### src/rtl/wbs_pkg.sv
package wbs_pkg;

  localparam int MAX_WORDS    = 64;
  localparam int MAX_WORD_LEN = 16;

  // word index, word count (holds MAX_WORDS), length (holds MAX_WORD_LEN), byte position
  localparam int WIDX_W = (MAX_WORDS > 1) ? $clog2(MAX_WORDS) : 1;
  localparam int WCNT_W = $clog2(MAX_WORDS + 1);
  localparam int LEN_W  = $clog2(MAX_WORD_LEN + 1);
  localparam int POS_W  = (MAX_WORD_LEN > 1) ? $clog2(MAX_WORD_LEN) : 1;

  localparam int SYM_W  = 8;
  localparam int KIND_W = 2;

  typedef logic [KIND_W-1:0] kind_t;

  localparam kind_t KIND_DICT  = 2'd0;
  localparam kind_t KIND_TEXT  = 2'd1;
  localparam kind_t KIND_CLEAR = 2'd2;

  typedef struct packed {
    logic              dict_wr;
    logic              clear;
    logic              text_start;
    logic              rd_en;
    logic [WIDX_W-1:0] rd_addr;
    logic              finish;
  } wbs_cmd_t;

  typedef struct packed {
    logic [WCNT_W-1:0] word_count;
  } wbs_sts_t;

endpackage

### src/rtl/wbs_ctrl.sv
module wbs_ctrl
  import wbs_pkg::*;
(
  input  logic     clk,
  input  logic     rst_n,
  input  logic     in_tvalid,
  output logic     in_tready,
  input  kind_t    in_kind,
  output logic     out_tvalid,
  input  logic     out_tready,
  input  wbs_sts_t sts,
  output wbs_cmd_t cmd
);

  typedef enum logic [3:0] {
    S_IDLE   = 4'b0001,
    S_SCAN   = 4'b0010,
    S_DRAIN  = 4'b0100,
    S_FINISH = 4'b1000
  } state_t;

  state_t            state_r, state_nxt;
  logic [WIDX_W-1:0] cnt_r, cnt_nxt;
  logic              out_valid_r, out_valid_nxt;
  logic              accept;
  logic              scan_last;
  logic              slot_free;

  assign in_tready  = (state_r == S_IDLE);
  assign accept     = in_tvalid && in_tready;
  assign out_tvalid = out_valid_r;
  assign slot_free  = !out_valid_r || out_tready;
  assign scan_last  = ({1'b0, cnt_r} == (sts.word_count - WCNT_W'(1)));

  always_comb begin
    cmd.dict_wr    = accept && (in_kind == KIND_DICT);
    cmd.clear      = accept && (in_kind == KIND_CLEAR);
    cmd.text_start = accept && (in_kind == KIND_TEXT);
    cmd.rd_en      = (state_r == S_SCAN);
    cmd.rd_addr    = cnt_r;
    cmd.finish     = (state_r == S_FINISH) && slot_free;
  end

  always_comb begin
    state_nxt = state_r;
    cnt_nxt   = cnt_r;
    unique case (state_r)
      S_IDLE: begin
        if (cmd.text_start) begin
          cnt_nxt = '0;
          // an empty table has nothing to scan
          state_nxt = (sts.word_count == '0) ? S_FINISH : S_SCAN;
        end
      end
      S_SCAN: begin
        if (scan_last) begin
          state_nxt = S_DRAIN;
        end else begin
          cnt_nxt = cnt_r + WIDX_W'(1);
        end
      end
      S_DRAIN: begin
        state_nxt = S_FINISH;
      end
      S_FINISH: begin
        if (slot_free) begin
          state_nxt = S_IDLE;
        end
      end
      default: begin
        state_nxt = S_IDLE;
      end
    endcase
  end

  always_comb begin
    out_valid_nxt = out_valid_r;
    if (cmd.finish) begin
      out_valid_nxt = 1'b1;
    end else if (out_tready) begin
      out_valid_nxt = 1'b0;
    end
  end

  always_ff @(posedge clk) begin
    if (!rst_n) begin
      state_r     <= S_IDLE;
      cnt_r       <= '0;
      out_valid_r <= 1'b0;
    end else begin
      state_r     <= state_nxt;
      cnt_r       <= cnt_nxt;
      out_valid_r <= out_valid_nxt;
    end
  end

endmodule

### config.mk
export PLATFORM = sky130hd
export DESIGN_NAME = wbs_ctrl
export DESIGN_NICKNAME = d
export VERILOG_FILES = /design/src/rtl/wbs_pkg.sv /design/src/rtl/wbs_ctrl.sv
export SDC_FILE = /design/constraint.sdc
export NUM_CORES = 1
export LEC_CHECK = 0
export BUFFER_PORTS_ARGS = -buffer_cell sky130_fd_sc_hd__buf_2
export CAP_MARGIN = 10
export CORE_MARGIN = 1
export CORE_UTILIZATION = 56
export CTS_BUF_LIST = sky130_fd_sc_hd__clkbuf_8
export CTS_CLUSTER_DIAMETER = 40
export DETAILED_ROUTE_END_ITERATION = 12
export PLACE_DENSITY = 0.95
export SYNTH_ARGS = -nofsm -noshare
export SYNTH_HDL_FRONTEND = slang
export SYNTH_SLANG_ARGS = --single-unit
export TNS_END_PERCENT = 20
### constraint.sdc
create_clock -name clk -period 5.1 [get_ports clk]
set_input_delay 0.255 -clock clk [delete_from_list [all_inputs] [get_ports clk]]
set_output_delay 0.255 -clock clk [all_outputs]
set_load 0.01 [all_outputs]
==> impl_metrics.json, run 1 <==
{
  "async_flop_share_pct": 0,
  "synth_edf_count": 0,
  "synth_area_um2": 870,
  "setup_viol": 0,
  "critPathMaxStageDelay_ps": 710,
  "fillCellCount": 106,
  "cp_max_fo": 8,
  "post_cts_buffers": 0,
  "drv_slew": 0,
  "globalRouteOverflowTotal": 0,
  "final_core_util_pct": 76.1,
  "yosysTopAreaCell": "dfxtp_1",
  "yosysMostFrequentCell": "nand2_1",
  "leakage_nw": 0.460,
  "drt-initial-drc-count": 13,
  "gp_congestion": 0.793,
  "htreeDepth": 1,
  "yosysWarnings": 0,
  "cts_resized": 0,
  "holdWs_ps": 235,
  "slew_headroom_pct": 43.5,
  "ff_latch_area_um2": 220,
  "hold_buffers": 0,
  "clk_latency_ps": 240,
  "pin_count": 26,
  "grt_usage_pct": 24.4,
  "drc": 0,
  "clockBufferDepth": 2,
  "clk_pin_slew_worst_paths_ps": 50,
  "avgViaCountPerCell": 5.83,
  "fmax_mhz": 459,
  "postRouteWirelength_um": 1970,
  "fp.dieW_um": 41.4,
  "hold_viol_final": 0,
  "grt_max_degree": 13,
  "drive_gt1_share_pct": 25.4,
  "areaGrowthSynthToFinish_pct": 19.6,
  "die-area_um2": 1710,
  "firstDrtPassIters": 4,
  "die_y_um": 41.4,
  "final.setup.tns_ps": 0,
  "tightest_slew_ps": 836,
  "period_share_pct": 42.7,
  "syn_avg_cell_area_um2": 8.36,
  "grt_first_pass_wirelength_um": 3240,
  "grt_pass1_vias": 744,
  "status": "finished, final reports clean",
  "cts-buffers-inserted": 3,
  "synth_nets": 120,
  "critPathKind": "register to primary output",
  "maxCapViolations": 0,
  "synth_top_area_share_pct": 25.3,
  "antennaDiodeCount": 0,
  "dp_hpwl_um": 1490,
  "reg2reg_depth": 5,
  "cts_tree": "yes",
  "coreArea_um2": 1370,
  "yosys-top-cells-area": "dfxtp_1 (25%), mux2i_1 (6.9%), nand2_1 (5.6%), nand2b_1 (5.0%), xnor2_1 (5.0%)",
  "ys_seq_area_share_pct": 25.3,
  "hold_depth": 2,
  "ys.flop_type": "dfxtp_1",
  "ys_top_cells_by_count": "nand2_1 (13), dfxtp_1 (11), nand2b_1 (7)",
  "worstPathRequired_ps": 4850,
  "pwr_density_cell_nw_per_um2": 233,
  "holdCritPathClass": "input pin to register",
  "antenna_found_initial": 0,
  "p_total_w": 0.000243,
  "row_count": 13,
  "fin_skew_ps": 1.24,
  "clock-sinks": 11,
  "synth.distinct_cells": 37,
  "crit_slowest_cell": "nor4b_1",
  "drtAntennaViolNets": 0,
  "multi_input_area_um2": 608,
  "worstPathArrival_ps": 1920,
  "ys_seq_elements": 11,
  "critPathLaunchType": "register",
  "cts_root_buf": "clkbuf_8",
  "final_nets": 147,
  "min_period_ps": 2180,
  "rsz0062_at_grt": "false",
  "io_buffers": 25,
  "start_util_pct": 63.6,
  "wire_per_inst_um": 13.6,
  "crit_path_end_kind": "primary output",
  "crit_chain": "nor4b_1, nor4bb_1, buf_2",
  "vdd_drop_max_uv": 189,
  "netlist_instances": 104,
  "vias": 846
}
final cells by class:
| type | instances | area share (%) |
|---|---|---|
| clock buffer | 3 | 3.97 |
| clock inverter | 1 | 0.361 |
| inverter | 6 | 2.17 |
| multi-input combinational | 84 | 58.5 |
| sequential | 11 | 21.2 |
| tap | 15 | 1.81 |
| timing repair buffer | 25 | 12.0 |
placed cells by master, fill, tap and decap left out, types with 2 or more instances in the layout:
master / netlist / final
a211oi_1: 2 / 2
a21oi_1: 6 / 6
and2_1: 2 / 2
buf_2: 0 / 25
clkbuf_8: 0 / 3
dfxtp_1: 11 / 11
ha_1: 3 / 3
inv_1: 6 / 7
mux2i_1: 6 / 6
nand2_1: 13 / 13
nand2b_1: 7 / 7
nand4_1: 2 / 2
nor2_1: 5 / 5
nor2b_1: 3 / 3
nor3_1: 4 / 4
nor3b_1: 3 / 3
o21a_1: 2 / 2
xnor2_1: 5 / 5
xor2_1: 3 / 3
path summary, 6_finish.rpt:
path | endpoint | startpoint | slack [ps]
max | cmd[10] | state_r[0]$_SDFFE_PN1P_ | 2920
min | state_r[0]$_SDFFE_PN1P_ | rst_n | 240
max reg2reg | cnt_r[5]$_SDFFE_PN0P_ | state_r[3]$_SDFFE_PN0P_ | 3150
min reg2reg | cnt_r[4]$_SDFFE_PN0P_ | cnt_r[4]$_SDFFE_PN0P_ | 510
cells by family (layout without fill, tap and decap cells):
family / count (synthesis) / count (layout) / synth area share (%)
simple gates: 49 / 49 / 34.2
compound gates: 18 / 18 / 16.4
flops: 11 / 11 / 25.3
buf+inv: 9 / 35 / 4.75
xor+xnor: 8 / 8 / 8.06
mux: 6 / 6 / 6.91
fa+ha+maj: 3 / 3 / 4.32
critical path, delay by kind of cell (launching register included):
kind / cells / cell delay [ps]
AND/OR/NAND/NOR: 2 / 1080
flip-flops: 1 / 420
buffers and inverters: 1 / 180
state kept, by name, indices dropped and copies added, names as in the netlist:
name	cells
cnt_r	6
out_tvalid	1
state_r	4
through the flow:
| stage | instances | instance area (um^2) | worst slack [ps] |
|---|---|---|---|
| floorplan | 104 | 870 | 3170 |
| global placement | 141 | 995 | 3110 |
| detailed placement | 141 | 995 | 3020 |
| CTS | 145 | 1040 | 2960 |
| global route | 145 | 1040 | 2770 |
| finish | 145 | 1040 | 2920 |
metal layers:
layer  track usage [%]  part of all wire (%)  vias to the layer above  wire [um]
li1                  -                     -                      420          -
met1              30.8                    45                      394        885
met2              40.9                    50                       27        974
met3              4.35                   3.4                        5         67
met4              9.68                   1.9                        0         38
met5                 0                     0                        -          0
report_power, final:
| part | switching (W) | leakage (nW) | internal, W |
|---|---|---|---|
| combinational | 0.0000322 | 0.344 | 0.0000281 |
| sequential | 0.00000535 | 0.0889 | 0.0000896 |
| clock | 0.0000343 | 0.0269 | 0.0000530 |
(Power assumes the default switching activity.)
==> run 2: changes to the inputs <==
--- a/config.mk
+++ b/config.mk
@@ -8,11 +8,11 @@
 export BUFFER_PORTS_ARGS = -buffer_cell sky130_fd_sc_hd__buf_2
 export CAP_MARGIN = 10
 export CORE_MARGIN = 1
-export CORE_UTILIZATION = 56
+export CORE_UTILIZATION = 52
 export CTS_BUF_LIST = sky130_fd_sc_hd__clkbuf_8
 export CTS_CLUSTER_DIAMETER = 40
 export DETAILED_ROUTE_END_ITERATION = 12
-export PLACE_DENSITY = 0.95
+export PLACE_DENSITY = 0.89
 export SYNTH_ARGS = -nofsm -noshare
 export SYNTH_HDL_FRONTEND = slang
 export SYNTH_SLANG_ARGS = --single-unit
==> constraint.sdc (replaced) <==
create_clock -name clk -period 2.2 [get_ports clk]
set_input_delay 0.11 -clock clk [delete_from_list [all_inputs] [get_ports clk]]
set_output_delay 0.11 -clock clk [all_outputs]
set_load 0.01 [all_outputs]
==> impl_metrics.json, run 2 (same netlist as run 1, synthesis figures left out) <==
{
  "grt_first_pass_wirelength_um": 3390,
  "grt_most_used_layer": "met2",
  "clockBufferDepth": 2,
  "cts-buffers-inserted": 3,
  "start_util_pct": 56.4,
  "clk_pin_slew_worst_paths_ps": 50,
  "switchingPower_w": 0.000168,
  "worstPathArrival_ps": 2250,
  "cts_root_buf": "clkbuf_8",
  "grt_util_met3_pct": 3.40,
  "p_int_w": 0.000405,
  "critical-path-top-delay-family": "simple AND/OR/NAND/NOR gates",
  "critPathKind": "register to register",
  "drv_slew": 0,
  "regMostFlops": "cnt_r",
  "antenna_found_initial": 0,
  "fp.dieW_um": 42.9,
  "cts_resized": 0,
  "use_met1_pct": 26.7,
  "dp_hpwl_um": 1580,
  "holdCritPathClass": "input pin to register",
  "setup_ws_ps": 119,
  "drt-initial-drc-count": 16,
  "io_buffers": 25,
  "die-area_um2": 1840,
  "coreArea_um2": 1540,
  "grt_max_degree": 13,
  "fin_skew_ps": 3.11,
  "fmax_mhz": 480,
  "areaGrowthSynthToFinish_pct": 20.7,
  "critPathLaunchType": "register",
  "crit_slowest_cell": "or4b_2",
  "final_nets": 148,
  "largest_reg_flops": 6,
  "grt_usage_pct": 24.5,
  "cp_max_fo": 6,
  "final.setup.tns_ps": 0,
  "period_share_pct": 94.6,
  "p_sw_share_pct": 29.4,
  "drtAntennaViolNets": 0,
  "drive_gt1_share_pct": 26.7,
  "postRouteWirelength_um": 2130,
  "crit_path_end_kind": "register",
  "firstDrtPassIters": 4,
  "htreeDepth": 1,
  "drc": 0,
  "grt_pass1_vias": 809,
  "dp_slack_ps": 197,
  "vdd_drop_max_uv": 378,
  "clk_latency_ps": 240,
  "rsz0062_at_grt": "false",
  "antennaDiodeCount": 0,
  "final_common_cell": "buf_2",
  "setup_viol": 0,
  "pwr-share-clk_pct": 35.4,
  "slew_headroom_pct": 70.1,
  "tightest_slew_ps": 448,
  "post_cts_buffers": 0,
  "hold_viol_final": 0,
  "pwr_density_cell_nw_per_um2": 546,
  "p_seq_share_pct": 38.8,
  "avgViaCountPerCell": 5.80,
  "hold_buffers": 0,
  "path_buf_inv": 1,
  "leakage_nw": 0.463,
  "clock-sinks": 11,
  "gp_congestion": 0.889,
  "globalRouteOverflowTotal": 0,
  "p_total_w": 0.000573,
  "pin_count": 26,
  "holdWs_ps": 91.7,
  "pwr-share-comb_pct": 25.8,
  "row_count": 14,
  "crit_chain": "or4b_2, inv_1, nand4_1, a211oi_1, mux2i_1",
  "wire_per_inst_um": 14.5,
  "min_period_ps": 2080,
  "die_y_um": 42.9,
  "worstPathRequired_ps": 2370,
  "gr-usage-met2_pct": 46.4,
  "mostFrequentLayoutCells": "buf_2 (25), nand2_1 (13), dfxtp_1 (11), nand2b_1 (7)",
  "critPathMaxStageDelay_ps": 750,
  "maxCapViolations": 0,
  "status": "finished, final reports clean",
  "cts_tree": "yes",
  "vias": 852
}
==> run 2: area by class of cell <==
cell class	count	area [um^2]
clock inverters	1	5.00
clock buffers	3	41.3
fillers	133	492
repair buffers	26	133
flip-flops and latches	11	220
multi-input cells	84	608
inverters	6	22.5
well taps	16	20.0
==> run 2: path summary, 6_finish.rpt <==
| check | slack (ps) | cells past startpoint | startpoint | to |
|---|---|---|---|---|
| worst max-delay path | 120 | 5 | state_r[3]$_SDFFE_PN0P_ | cnt_r[5]$_SDFFE_PN0P_ |
| worst min-delay path | 90 | 2 | rst_n | state_r[0]$_SDFFE_PN1P_ |
| worst min register to register | 500 | 2 | cnt_r[5]$_SDFFE_PN0P_ | cnt_r[5]$_SDFFE_PN0P_ |
| worst max register to register | 120 | 5 | state_r[3]$_SDFFE_PN0P_ | cnt_r[5]$_SDFFE_PN0P_ |
==> run 2: per-stage QoR <==
stage / utilization [%] / instances / cell area, um^2
finish: 68.1 / 147 / 1050
global route: 68.1 / 147 / 1050
CTS: 68.1 / 147 / 1050
detailed placement: 65.1 / 143 / 1000
global placement: 65.1 / 143 / 1000
floorplan: - / 104 / 870
==> run 2: metal layers <==
metal	part of all wire [%]	up-vias
met5	0	-
met3	5.3	4
met1	42	395
met2	52	33
met4	1.1	0
li1	-	420
==> run 2: power groups by stage <==
stage / clock (W) / sequential (W) / combinational, W
after detailed placement: 0 / 0.000224 / 0.000147
after global placement: 0 / 0.000224 / 0.000141
after global routing: 0.000221 / 0.000224 / 0.000161
after CTS: 0.000205 / 0.000221 / 0.000148
final: 0.000203 / 0.000222 / 0.000148
after floorplan: 0 / 0.000222 / 0.0000974
==> run 3: changes to the inputs <==
--- a/config.mk
+++ b/config.mk
@@ -12,6 +12,7 @@
 export CTS_BUF_LIST = sky130_fd_sc_hd__clkbuf_8
 export CTS_CLUSTER_DIAMETER = 40
 export DETAILED_ROUTE_END_ITERATION = 12
+export GPL_TIMING_DRIVEN = 0
 export PLACE_DENSITY = 0.89
 export SYNTH_ARGS = -nofsm -noshare
 export SYNTH_HDL_FRONTEND = slang
==> impl_metrics.json, run 3 (same netlist as run 1, synthesis figures left out) <==
{
  "status": "finished, final reports clean",
  "crit_path_end_kind": "register",
  "cts_root_buf": "clkbuf_8",
  "timing.rr.end": "cnt_r[5]$_SDFFE_PN0P_",
  "antennaDiodeCount": 0,
  "gp_congestion": 0.794,
  "path_buf_inv": 1,
  "final.setup.tns_ps": 0,
  "fillCellCount": 124,
  "grt_max_degree": 11,
  "holdWs_ps": 92.9,
  "mostFrequentLayoutCells": "buf_2 (25), nand2_1 (13), dfxtp_1 (11), inv_1 (7), nand2b_1 (7)",
  "timing.rr.start": "state_r[1]$_SDFFE_PN0P_",
  "globalRouteOverflowTotal": 0,
  "p_total_w": 0.000559,
  "reg2reg_depth": 5,
  "hold_viol_final": 0,
  "final_nets": 150,
  "grt_usage_pct": 20.4,
  "cp_max_fo": 6,
  "p_sw_share_pct": 28.6,
  "holdCritPathClass": "input pin to register",
  "vdd_drop_max_uv": 404,
  "grt_pass1_vias": 705,
  "fmax_mhz": 508,
  "htreeDepth": 1,
  "slew_headroom_pct": 69.7,
  "clockBufferDepth": 2,
  "dp_hpwl_um": 1420,
  "drt-initial-drc-count": 22,
  "clk_latency_ps": 240,
  "top_layer": "met4",
  "io_buffers": 25,
  "critPathMaxStageDelay_ps": 670,
  "cts_tree": "yes",
  "postRouteWirelength_um": 1790,
  "pwr-share-comb_pct": 25.1,
  "p_seq_share_pct": 39.9,
  "critPathKind": "register to register",
  "largest_reg_flops": 6,
  "leakage_nw": 0.475,
  "die-area_um2": 1840,
  "coreArea_um2": 1540,
  "clk_pin_slew_worst_paths_ps": 50,
  "tightest_slew_ps": 455,
  "critPathLaunchType": "register",
  "r2r_setup_slack_ps": 230,
  "rsz0062_at_grt": "false",
  "clock-sinks": 11,
  "wire_per_inst_um": 12.0,
  "die_y_um": 42.9,
  "grt_first_pass_wirelength_um": 2820,
  "worstSetupPathDepth": 5,
  "drtAntennaViolNets": 0,
  "post_cts_buffers": 0,
  "period_share_pct": 89.5,
  "avgViaCountPerCell": 5.74,
  "crit_start": "state_r[1]$_SDFFE_PN0P_",
  "firstDrtPassIters": 4,
  "setup_ws_ps": 231,
  "endpoint": "cnt_r[5]$_SDFFE_PN0P_",
  "drc": 0,
  "fin_skew_ps": 1.64,
  "p_int_w": 0.000399,
  "worstPathArrival_ps": 2130,
  "wl_met2_um": 840,
  "vias": 855,
  "pin_count": 26,
  "multi_input_area_um2": 614,
  "hold_depth": 2,
  "crit_slowest_cell": "or4b_2",
  "final_common_cell": "buf_2",
  "switchingPower_w": 0.000160,
  "fp.dieW_um": 42.9,
  "antenna_found_initial": 0,
  "drive_gt1_share_pct": 27.1,
  "met1Wirelength_um": 835,
  "ff_latch_area_um2": 220,
  "pwr-share-clk_pct": 35.0,
  "met3_length_um": 63,
  "row_count": 14,
  "min_period_ps": 1970,
  "cts-buffers-inserted": 3,
  "dp_slack_ps": 223,
  "crit_chain": "or4b_2, inv_1, nand4_1, a211oi_1, mux2i_1",
  "maxCapViolations": 0,
  "worstPathRequired_ps": 2370,
  "start_util_pct": 56.4,
  "pwr_density_cell_nw_per_um2": 524,
  "regMostFlops": "cnt_r",
  "setup_viol": 0,
  "critical-path-top-delay-family": "simple AND/OR/NAND/NOR gates",
  "areaGrowthSynthToFinish_pct": 22.6,
  "drv_slew": 0
}
## run 3: cell count changes in the layout (fill, tap and decap cells not counted), sizes merged
cell	previous run	this run
buf	26	27
clkbuf	3	4
clkinv	1	0
inv	6	7
## run 3: through the flow
stage	utilization, %	std cells	area [um^2]
3_3_place_gp	65.8	145	1010
6_report	69.2	149	1070
5_1_grt	69.2	149	1070
4_1_cts	68.8	149	1060
3_5_place_dp	65.8	145	1010
2_1_floorplan	-	104	870
## run 3: worst min path at each step
stage,start,end,slack (ps)
3_3_place_gp,rst_n,state_r[0]$_SDFFE_PN1P_,330
4_1_cts,rst_n,state_r[0]$_SDFFE_PN1P_,90
2_1_floorplan,rst_n,state_r[0]$_SDFFE_PN1P_,180
5_1_grt,rst_n,state_r[0]$_SDFFE_PN1P_,110
6_report,rst_n,state_r[0]$_SDFFE_PN1P_,90
3_5_place_dp,rst_n,state_r[0]$_SDFFE_PN1P_,340
## run 3: cell type report
| type | count | share of cell area, % |
|---|---|---|
| inverter | 6 | 2.11 |
| timing repair buffer | 25 | 11.7 |
| tap | 16 | 1.88 |
| clock inverter | 1 | 0.352 |
| multi-input combinational | 84 | 57.6 |
| clock buffer | 3 | 3.87 |
| sequential | 11 | 20.7 |
| buffer | 3 | 1.76 |
## run 3: worst reg2reg max path, stage by stage, from the launching register on
cell and delay, ps:
dfxtp_1 450, or4b_2 670, inv_1 160, nand4_1 140
a211oi_1 280, mux2i_1 210
## run 3: routing by layer
| metal | global-route usage (%) | vias up |
|---|---|---|
| met1 | 25.4 | 391 |
| met3 | 3.83 | 6 |
| met2 | 33.6 | 31 |
| met5 | 0 | - |
| met4 | 9.38 | 0 |
| li1 | - | 427 |
## run 3: timing repair
item | in CTS | in global routing
hold buffers | 0 | 0
resized for setup | 0 | 1
setup endpoints to repair | 0 | 1
## run 3: power by group through the flow
stage          registers (W)  clock network (W)  logic (W)
2_1_floorplan       0.000222                  0  0.0000974
5_1_grt             0.000223           0.000208   0.000153
6_report            0.000223           0.000196   0.000140
3_5_place_dp        0.000225                  0   0.000138
3_3_place_gp        0.000224                  0   0.000135
4_1_cts             0.000221           0.000200   0.000139
